===== config.mk =====
export PLATFORM = sky130hd
export DESIGN_NAME = hmtg_fifo
export DESIGN_NICKNAME = d
export VERILOG_FILES = /design/src/rtl/hmtg_pkg.sv /design/src/rtl/hmtg_fifo.sv
export SDC_FILE = /design/constraint.sdc
export NUM_CORES = 1
export LEC_CHECK = 0
export ABC_AREA = 1
export BUFFER_PORTS_ARGS = -buffer_cell sky130_fd_sc_hd__buf_2
export CAP_MARGIN = 5
export CORE_ASPECT_RATIO = 1.75
export CORE_MARGIN = 4
export CORE_UTILIZATION = 58
export CTS_CLUSTER_DIAMETER = 150
export CTS_CLUSTER_SIZE = 30
export DETAILED_ROUTE_END_ITERATION = 8
export PLACE_DENSITY = 0.8
export SLEW_MARGIN = 40
export SYNTH_ARGS = -nofsm -noshare
export SYNTH_HDL_FRONTEND = slang
export SYNTH_SLANG_ARGS = --single-unit

===== constraint.sdc =====
create_clock -name clk_i -period 3.45 [get_ports clk_i]
set_clock_uncertainty 0.2 [all_clocks]
set_input_delay 0.345 -clock clk_i [delete_from_list [all_inputs] [get_ports clk_i]]
set_output_delay 0.345 -clock clk_i [all_outputs]
set_load 0.01 [all_outputs]

===== src/rtl/hmtg_pkg.sv =====
package hmtg_pkg;

  localparam int CFG_W      = 11;
  localparam int CFG_IDX_W  = 1;
  localparam int HEIGHT_W   = 8;
  localparam int COORD_W    = 12;
  localparam int NORM_W     = 9;
  localparam int NORMY_W    = 2;
  localparam int IN_DATA_W  = 8;
  localparam int OUT_DATA_W = 56;

  // register indexes
  localparam logic [CFG_IDX_W-1:0] REG_GRID_COLUMNS = 1'd0;
  localparam logic [CFG_IDX_W-1:0] REG_GRID_ROWS    = 1'd1;

  localparam logic [CFG_W-1:0] GRID_DIM_RESET = 11'd256;

  // job queue between front and back
  localparam int FIFO_DEPTH = 4;
  localparam int PTR_W      = $clog2(FIFO_DEPTH);
  localparam int LVL_W      = $clog2(FIFO_DEPTH + 1);

  // vertex slots within one job: six cell vertices, then six bottom-quad vertices
  localparam logic [3:0] VTX_CELL_FIRST   = 4'd0;
  localparam logic [3:0] VTX_CELL_LAST    = 4'd5;
  localparam logic [3:0] VTX_BOTTOM_FIRST = 4'd6;
  localparam logic [3:0] VTX_BOTTOM_LAST  = 4'd11;

  localparam logic signed [NORMY_W-1:0] NORMY_UP   = 2'sb01;
  localparam logic signed [NORMY_W-1:0] NORMY_DOWN = 2'sb11;

  typedef struct packed {
    logic [HEIGHT_W-1:0]       h0;
    logic [HEIGHT_W-1:0]       h1;
    logic [HEIGHT_W-1:0]       h2;
    logic [HEIGHT_W-1:0]       h3;
    logic signed [COORD_W-1:0] xa;
    logic signed [COORD_W-1:0] za;
    logic signed [COORD_W-1:0] wx;
    logic signed [COORD_W-1:0] hz;
    logic                      is_cell;
    logic                      bottom;
  } job_t;

  typedef struct packed {
    logic             empty;
    logic [LVL_W-1:0] level;
  } fifo_stat_t;

endpackage


===== src/rtl/hmtg_fifo.sv =====
module hmtg_fifo (
  input  logic                 clk_i,
  input  logic                 rst_ni,
  input  logic                 push_i,
  input  hmtg_pkg::job_t       job_i,
  input  logic                 pop_i,
  output hmtg_pkg::job_t       job_o,
  output hmtg_pkg::fifo_stat_t stat_o
);

  hmtg_pkg::job_t                  mem_q [hmtg_pkg::FIFO_DEPTH];
  logic [hmtg_pkg::PTR_W-1:0]      wr_q, rd_q;
  logic [hmtg_pkg::LVL_W-1:0]      level_q;

  always_ff @(posedge clk_i) begin
    if (push_i) begin
      mem_q[wr_q] <= job_i;
    end
  end

  always_ff @(posedge clk_i or negedge rst_ni) begin
    if (!rst_ni) begin
      wr_q    <= '0;
      rd_q    <= '0;
      level_q <= '0;
    end else begin
      if (push_i) begin
        wr_q <= wr_q + hmtg_pkg::PTR_W'(1);
      end
      if (pop_i) begin
        rd_q <= rd_q + hmtg_pkg::PTR_W'(1);
      end
      if (push_i && !pop_i) begin
        level_q <= level_q + hmtg_pkg::LVL_W'(1);
      end else if (pop_i && !push_i) begin
        level_q <= level_q - hmtg_pkg::LVL_W'(1);
      end
    end
  end

  assign job_o        = mem_q[rd_q];
  assign stat_o.level = level_q;
  assign stat_o.empty = (level_q == '0);

endmodule


==> flow_metrics.py, run 1 <==
metrics = {
    "routing": {
        "wl_um": 27830,
        "firstDrtPassIters": 5,
        "drc_errors": 0,
        "viasPerCell": 5.329,
        "ant_nets": 0,
        "wire_per_inst_um": 18.06,
        "drt_iter0_drc": 652,
        "num_vias": 8212,
    },
    "die": {
        "die_y_um": 210.0,
        "top_level_ports": 172,
        "rows": 73,
        "coreArea_um2": 22830,
        "die_x_um": 123.4,
        "die-area_um2": 25910,
        "initial_core_util_pct": 59.20,
    },
    "placed_design": {
        "place_inst": 1436,
        "place_area_um2": 14490,
        "gp_congestion": 0.7478,
        "hpwl_um": 16670,
        "io_buffers": 171,
    },
    "worst_setup_path": {
        "critPathLaunchType": "flop",
        "crit_path_frequent_cell": "nand2_1",
        "rrSetupSlack_ns": 1.19,
        "crit_required_ns": 2.90,
        "cp_max_fo": 92,
        "critPathBufInv": 2,
        "slowest_stage": "dfrtp_4",
        "critical_path.top_delay_family": "flip-flops",
        "cp_slowest_stage_delay_ns": 0.86,
        "endpoint_kind": "output port",
        "critical_path_arrival_ns": 2.28,
        "worst-setup-path-type": "flop to output port",
        "path_cells": "buf_12, nand2_1, o211ai_1, nand2_1, buf_2",
    },
    "clock_network": {
        "cts.sinks": 335,
        "cts-root-buf": "clkbuf_16",
        "cts_made_buffers": 15,
        "ctsHoldBuffers": 85,
        "clockBufferDepth": 3,
        "post_cts_buffers": 0,
        "cts_tree": "yes",
        "htree_levels": 1,
        "clk_pin_slew_ns": 0.10,
        "cts_resized": 0,
        "clk_latency_ns": 0.49,
    },
    "yosys": {
        "synth_cell_types": 16,
        "syn_inst": 1004,
        "ys_seq_elements": 335,
        "synth_nets": 1096,
        "ys_warn_count": 0,
        "syn_avg_cell_area_um2": 13.46,
        "syn_area_um2": 13520,
        "ys_seq_area_share_pct": 74.16,
    },
    "timing": {
        "hold_ws_ns": 0.01846,
        "finalSetupTns_ns": 0,
        "fmax_mhz": 353.7,
        "fin_crit_ns": 2.827,
        "hold_viol_final": 0,
        "rsz0062_at_grt": "false",
        "period_share_pct": 81.94,
        "tightest_slew_ns": 0.7133,
        "final-max-slew-violation-count": 0,
        "timing.slew.headroom_pct": 52.45,
        "finalSetupViolations": 0,
    },
    "layout": {
        "num_antenna_cells": 0,
        "fin_cells": 1541,
        "design_area_um2": 15760,
        "areaGrowthSynthToFinish_pct": 16.58,
        "final_common_cell": "edfxtp_1",
        "layout-drive-gt1-share_pct": 17.00,
        "final_cell_mix": "edfxtp_1 (328), nand2_1 (259), inv_1 (171), buf_2 (171), o211ai_1 (164)",
        "layout.nets": 1330,
    },
    "global_routing": {
        "grt_usage_pct": 21.40,
        "grt_pass1_vias": 8267,
        "antenna_found_initial": 0,
        "gr-total-overflow": 0,
        "grt_pass1_wl_um": 42970,
        "grt_max_degree": 93,
    },
    "hold_path": {
        "hold_path_class": "input port to async pin",
    },
    "status": {
        "status": "finished, final reports clean",
    },
    "pwr": {
        "peakVddDrop_uv": 881.5,
        "power_density_nw_per_um2": 769.5,
        "p_leak_nw": 6.324,
    },
    "job": {
        "max_cap_viol_count": 0,
    },
}
==> flip-flops by register name, summed over array words and instances, names as in the netlist <==
signal / count
mem_q: 328
level_q: 3
wr_q: 2
rd_q: 2
==> cell type report <==
type	count	area [um2]
clock buffer	19	390.4
clock inverter	1	30.03
fill	1506	7076
inverter	176	665.6
multi-input combinational	437	2342
sequential	335	10030
tap	300	375.4
timing repair buffer	273	1926
==> path summary, 6_finish.rpt <==
check	from	end	depth (start not counted)
min	rst_ni	wr_q[1]	2
max reg2reg	wr_q[0]	mem_q[2][49]	5
min reg2reg	level_q[2]	level_q[2]	2
max	rd_q[0]	job_o[80]	5
min in group clk_i	level_q[2]	level_q[2]	2
max in group asynchronous	rst_ni	level_q[0]	2
==> Yosys cell counts <==
cell,number,area (um2)
inv_1,176,660.6
o211ai_1,164,1231
fa_1,1,20.02
o21ai_0,1,5.000
nand4_1,1,6.260
clkbuf_1,2,7.510
buf_2,20,100.1
dfrtp_1,7,175.2
xnor2_1,1,8.760
edfxtp_1,328,9849
nand2_1,259,972.2
nand3_1,1,5.000
xor2_1,3,26.28
nor3_1,1,5.000
buf_6,34,382.9
ha_1,5,62.56
==> where the power goes <==
group | leakage, nW | switching [mW] | internal, mW | total [mW]
registers | 3.09 | 0.302 | 5.31 | 5.62
clock network | 0.201 | 1.15 | 0.825 | 1.97
logic | 3.03 | 2.97 | 1.57 | 4.54
total | 6.32 | 4.42 | 7.71 | 12.1
==> worst reg2reg max path, stage by stage, from the launching register on <==
cell and delay, ns:
dfrtp_1 0.43, inv_1 0.09, ha_1 0.19, nand2_1 0.07
clkinv_2 0.50, buf_4 0.50
==> kinds of logic after synthesis <==
| group | after synthesis | share of synthesized area (%) |
|---|---|---|
| compound gates | 165 | 9.145 |
| xor+xnor | 4 | 0.2592 |
| simple gates | 262 | 7.312 |
| fa+ha+maj | 6 | 0.6109 |
| flops | 335 | 74.16 |
| buf+inv | 232 | 8.515 |
==> stage by stage <==
step / utilization [%] / power [mW] / setup WS (ns)
floorplan: - / 8.777 / 0.5446
global placement: 63.43 / 10.04 / 1.216
detailed placement: 63.45 / 10.20 / 1.161
CTS: 69.01 / 12.21 / 0.6295
global route: 69.01 / 12.83 / 0.4437
finish: 69.01 / 12.13 / 0.6229
==> routing by layer <==
layer / global-route usage [%] / up-vias / part of all wire, %
li1: - / 3926 / -
met1: 26.47 / 3946 / 38
met2: 38.76 / 278 / 54
met3: 2.470 / 62 / 5.2
met4: 6.998 / 0 / 3.1
met5: 0 / - / 0
Note: power is estimated with default switching activity, not from simulation.
==> run 2: changes to the inputs <==
--- a/config.mk
+++ b/config.mk
@@ -10,11 +10,11 @@
 export CAP_MARGIN = 5
 export CORE_ASPECT_RATIO = 1.75
 export CORE_MARGIN = 4
-export CORE_UTILIZATION = 58
+export CORE_UTILIZATION = 52
 export CTS_CLUSTER_DIAMETER = 150
 export CTS_CLUSTER_SIZE = 30
 export DETAILED_ROUTE_END_ITERATION = 8
-export PLACE_DENSITY = 0.8
+export PLACE_DENSITY = 0.76
 export SLEW_MARGIN = 40
 export SYNTH_ARGS = -nofsm -noshare
 export SYNTH_HDL_FRONTEND = slang
==> constraint.sdc (replaced) <==
create_clock -name clk_i -period 2.3 [get_ports clk_i]
set_clock_uncertainty 0.2 [all_clocks]
set_input_delay 0.23 -clock clk_i [delete_from_list [all_inputs] [get_ports clk_i]]
set_output_delay 0.23 -clock clk_i [all_outputs]
set_load 0.01 [all_outputs]
==> run 2 against run 1 <==
  * Design area grew 3.0%
  * Critical endpoint is now job_o[2]
  * Largest power group unchanged
  * Sequential share of layout area down 1.9 points
  * Count of clock-buffer cells in the layout unchanged
==> flow_metrics.py, run 2 (synthesized netlist as in run 1, its figures left out) <==
metrics = {
    "worst_setup_path": {
        "cp_slowest_stage_delay_ns": 0.53,
        "crit_required_ns": 1.87,
        "cp_max_fo": 16,
        "slowest_stage": "dfrtp_4",
        "worst-setup-path-type": "flop to output port",
        "critPathLaunchType": "flop",
        "critical_path_arrival_ns": 1.84,
        "path_cells": "buf_6, buf_8, o211ai_1, nand2_1, buf_2",
        "endpoint_kind": "output port",
    },
    "clock_network": {
        "cts.sinks": 335,
        "cts-root-buf": "clkbuf_16",
        "htree_levels": 1,
        "clk_pin_slew_ns": 0.11,
        "cts_tree": "yes",
        "clk_latency_ns": 0.50,
        "clockBufferDepth": 3,
        "cts_made_buffers": 15,
    },
    "placed_design": {
        "hpwl_um": 16370,
        "place_inst": 1455,
        "io_buffers": 171,
        "gp_congestion": 0.7571,
    },
    "pwr": {
        "power_density_nw_per_um2": 1178,
        "peakVddDrop_uv": 632.8,
        "p_leak_nw": 6.483,
    },
    "routing": {
        "firstDrtPassIters": 5,
        "drt_iter0_drc": 506,
        "ant_nets": 0,
        "wl_um": 28470,
        "num_vias": 8261,
        "viasPerCell": 5.248,
        "wire_per_inst_um": 18.09,
        "drc_errors": 0,
    },
    "timing": {
        "finalSetupViolations": 0,
        "period_share_pct": 98.78,
        "fmax_mhz": 440.1,
        "final-max-slew-violation-count": 0,
        "tightest_slew_ns": 0.4299,
        "finalSetupTns_ns": 0,
        "rsz0062_at_grt": "true",
        "fin_crit_ns": 2.272,
        "timing.slew.headroom_pct": 71.28,
        "hold_viol_final": 0,
    },
    "global_routing": {
        "grt_pass1_vias": 8353,
        "grt_max_degree": 83,
        "grt_pass1_wl_um": 43360,
        "antenna_found_initial": 2,
        "gr-total-overflow": 0,
        "grt_usage_pct": 19.09,
    },
    "layout": {
        "top_register": "mem_q",
        "layout.nets": 1346,
        "areaGrowthSynthToFinish_pct": 20.12,
        "final_cell_mix": "edfxtp_1 (328), nand2_1 (255), inv_1 (170), buf_2 (170), o211ai_1 (164)",
        "reg_top3": "mem_q x328, level_q x3",
        "largest_reg_flops": 328,
        "layout-drive-gt1-share_pct": 18.62,
        "final_common_cell": "edfxtp_1",
        "fin_cells": 1574,
    },
    "job": {
        "max_cap_viol_count": 0,
    },
    "die": {
        "rows": 77,
        "die-area_um2": 28740,
        "die_y_um": 221.3,
        "die_x_um": 129.9,
        "coreArea_um2": 25430,
        "initial_core_util_pct": 53.15,
        "top_level_ports": 172,
    },
    "status": {
        "status": "finished, final reports clean",
    },
    "hold_path": {
        "hold_path_class": "input port to flop",
    },
}
run 2: cell count changes in the layout (fill, tap and decap cells not counted), moves of 3 or more:
cell,before,now
buf_16,0,6
buf_4,9,3
buf_12,7,12
clkbuf_16,15,20
buf_6,1,5
clkinvlp_4,0,4
nand2_1,259,255
nand2_2,0,4
clkinv_2,4,1
ha_1,5,2
ha_2,0,3
run 2: worst max-delay path, delay by kind of cell, from the launching register on:
kind,cells,cell delay (ns)
simple gates,1,0.15
buf+inv,3,0.48
flops,1,0.53
compound gates,1,0.18
run 2: path summary, 6_finish.rpt:
path	startpoint	endpoint	slack, ns	cells past startpoint
max	rd_q[0]	job_o[2]	0.03	5
min	job_i[67]	mem_q[0][67]	0.28	2
max reg2reg	wr_q[1]	mem_q[1][80]	0.38	5
min reg2reg	level_q[2]	level_q[2]	0.34	2
max in group asynchronous	rst_ni	rd_q[1]	1.08	3
min in group asynchronous	rst_ni	wr_q[0]	0.51	3
run 2: per-layer routing:
layer	wire [um]	global-route usage (%)	vias up
met1	10860	22.89	4009
met2	15390	34.86	233
met5	13	0	-
met4	850	6.611	2
met3	1350	2.317	41
li1	-	-	3976
run 2: power breakdown:
group	internal, mW	leakage [nW]	total, mW	switching [mW]
clock network	1.24	0.201	2.99	1.75
logic	3.03	3.19	7.86	4.82
registers	7.97	3.09	8.28	0.306
run 2: layout make-up:
type                       instances  area [um2]
tap                              316       395.4
clock buffer                      19       390.4
timing repair buffer             289        2351
multi-input combinational        437        2360
fill                            1850        9196
antenna                            1       2.502
sequential                       335       10030
clock inverter                     1       30.03
inverter                         176       676.9
run 2: stage by stage:
| step | power [mW] | hold WS, ns | setup slack (ns) | instance area [um2] | util (%) |
|---|---|---|---|---|---|
| global placement | 15.33 | -0.1126 | 0.4031 | 14660 | 57.63 |
| floorplan | 13.17 | -0.2656 | -0.1700 | 13550 | - |
| global route | 20.26 | 0.2724 | -0.04072 | 16240 | 63.83 |
| CTS | 18.83 | 0.2579 | 0.008315 | 16030 | 63.03 |
| finish | 19.12 | 0.2763 | 0.02802 | 16240 | 63.84 |
| detailed placement | 15.56 | -0.1076 | 0.3847 | 14660 | 57.63 |
run 2: what timing repair did:
action | CTS | global route
pin swaps | 4 | 54
setup endpoints to repair | 80 | 73
hold buffers | 86 | 0
cloned | 1 | 5
hold endpoints to repair | 339 | 0
buffers inserted | 6 | 0
gates resized for setup | 2 | 18
==> run 3: changes to the inputs <==
--- a/config.mk
+++ b/config.mk
@@ -10,11 +10,12 @@
 export CAP_MARGIN = 5
 export CORE_ASPECT_RATIO = 1.75
 export CORE_MARGIN = 4
-export CORE_UTILIZATION = 52
+export CORE_UTILIZATION = 40
 export CTS_CLUSTER_DIAMETER = 150
 export CTS_CLUSTER_SIZE = 30
 export DETAILED_ROUTE_END_ITERATION = 8
-export PLACE_DENSITY = 0.76
+export RECOVER_POWER = 25
+export REMOVE_ABC_BUFFERS = 1
 export SLEW_MARGIN = 40
 export SYNTH_ARGS = -nofsm -noshare
 export SYNTH_HDL_FRONTEND = slang
==> run 3 against run 2 <==
  * Global-route usage decreased by 3.8 points
  * Setup slack got worse by 0.026 ns
  * Final cell count is 9.2% higher
  * Critical path depth did not move
  * Count of clock-buffer cells in the layout grew 5
  * Critical path type unchanged
  * Total power increased by 2.6%
  * Design area increased by 2.1%
==> flow_metrics.py, run 3 (synthesized netlist as in run 1, its figures left out) <==
metrics = {
    "status": {
        "status": "finished, final reports clean",
    },
    "clock_network": {
        "htree_levels": 1,
        "cts.sinks": 335,
        "clk_pin_slew_ns": 0.11,
        "cts_made_buffers": 15,
        "cts-root-buf": "clkbuf_16",
        "clockBufferDepth": 3,
        "cts_tree": "yes",
        "clk_latency_ns": 0.52,
    },
    "pwr": {
        "peakVddDrop_uv": 568.9,
        "p_leak_nw": 6.496,
        "power_density_nw_per_um2": 1184,
    },
    "timing": {
        "period_share_pct": 99.92,
        "timing.slew.headroom_pct": 70.36,
        "fmax_mhz": 435.1,
        "tightest_slew_ns": 0.4431,
        "finalSetupViolations": 0,
        "hold_viol_final": 0,
        "finalSetupTns_ns": 0,
        "rsz0062_at_grt": "true",
        "fin_crit_ns": 2.298,
        "final-max-slew-violation-count": 0,
        "hold_ws_ns": 0.2750,
    },
    "routing": {
        "viasPerCell": 4.745,
        "ant_nets": 0,
        "drt_iter0_drc": 461,
        "firstDrtPassIters": 4,
        "num_vias": 8156,
        "drc_errors": 0,
        "wl_um": 29710,
        "wire_per_inst_um": 17.28,
    },
    "die": {
        "die_x_um": 147.0,
        "die-area_um2": 36920,
        "die_y_um": 251.2,
        "top_level_ports": 172,
        "rows": 88,
        "coreArea_um2": 33140,
        "initial_core_util_pct": 40.79,
    },
    "global_routing": {
        "grt_usage_pct": 15.26,
        "gr-total-overflow": 0,
        "grt_pass1_wl_um": 44320,
        "grt_max_degree": 49,
        "antenna_found_initial": 3,
        "grt_pass1_vias": 7948,
    },
    "worst_setup_path": {
        "critPathBufInv": 3,
        "r2r_cells": 5,
        "endpoint_kind": "output port",
        "slowest_stage": "dfrtp_4",
        "cp_max_fo": 29,
        "cp_slowest_stage_delay_ns": 0.53,
        "path_cells": "buf_8, buf_16, o211ai_1, nand2_1, buf_2",
        "crit_required_ns": 1.87,
        "reg2reg_from": "wr_q[0]",
        "crit-reg2reg-capture": "mem_q[0][19]",
        "critPathLaunchType": "flop",
        "rrSetupSlack_ns": 0.51,
        "worst-setup-path-type": "flop to output port",
        "critical_path_arrival_ns": 1.87,
        "critical_path.top_delay_family": "flip-flops",
    },
    "placed_design": {
        "io_buffers": 171,
        "gp_congestion": 0.7226,
        "hpwl_um": 16590,
        "place_area_um2": 14830,
    },
    "hold_path": {
        "hp-start": "job_i[0]",
        "worstHoldPathCells": 2,
        "hold_end": "mem_q[0][0]",
        "hold_path_class": "input port to flop",
    },
    "layout": {
        "areaGrowthSynthToFinish_pct": 22.65,
        "layout.nets": 1352,
        "design_area_um2": 16580,
        "reg_top3": "mem_q x328, level_q x3",
        "num_antenna_cells": 0,
        "final_cell_mix": "edfxtp_1 (328), nand2_1 (259), inv_1 (171)",
        "final_common_cell": "edfxtp_1",
        "layout-drive-gt1-share_pct": 14.74,
        "top_register": "mem_q",
        "largest_reg_flops": 328,
    },
    "job": {
        "max_cap_viol_count": 0,
    },
}
[run 3: changes by cell type in the layout (fill, tap and decap cells not counted), sizes merged]
cell / change
inv: +5
buf: -43
clkbuf: +54
clkinvlp: -4
diode: -1
[run 3: how the worst max path moves through the flow]
stage	to	cells past startpoint	start
6_report	job_o[44]	5	rd_q[0]
3_5_place_dp	job_o[63]	5	rd_q[1]
5_1_grt	job_o[42]	5	rd_q[0]
4_1_cts	job_o[50]	5	rd_q[0]
3_3_place_gp	job_o[74]	5	rd_q[1]
2_1_floorplan	job_o[0]	2	rd_q[0]
[run 3: where the power goes]
part	internal, mW	switching [mW]	total (mW)
Sequential	7.96	0.311	8.28
Combinational	3.35	4.94	8.29
Clock	1.28	1.78	3.06
[run 3: timing repair]
action                                  in CTS  in global routing
endpoints found under the hold margin      340                  0
gates resized for setup                     18                  7
hold buffers                                86                  0
cloned                                       5                 10
endpoints found under the setup margin      81                 81
buffers inserted                             3                  0
pin swaps                                   28                 87
[run 3: area by class of cell]
cell class	instances	area, um2
Fill cell	2848	16560
Sequential cell	335	10030
Timing Repair Buffer	295	2511
Multi-Input combinational cell	437	2342
Inverter	176	683.2
Tap cell	450	563.0
Clock buffer	24	409.1
Clock inverter	2	38.79
[run 3: per-stage QoR]
stage / util (%) / power [mW] / setup slack, ns / instances
after global placement: 44.74 / 15.48 / 0.4593 / 1589
after CTS: 49.46 / 19.44 / -0.05242 / 1709
after global routing: 50.03 / 20.92 / -0.09759 / 1719
after floorplan: - / 11.62 / -3.961 / 948
after detailed placement: 44.74 / 15.58 / 0.4236 / 1589
final: 50.03 / 19.63 / 0.001742 / 1719
[run 3: per-layer routing]
layer	up-vias	track usage, %	wire [um]
li1	4000	-	-
met1	3929	18.60	11920
met2	173	27.76	15630
met3	48	2.092	1240
met4	6	5.172	876
met5	-	0	41
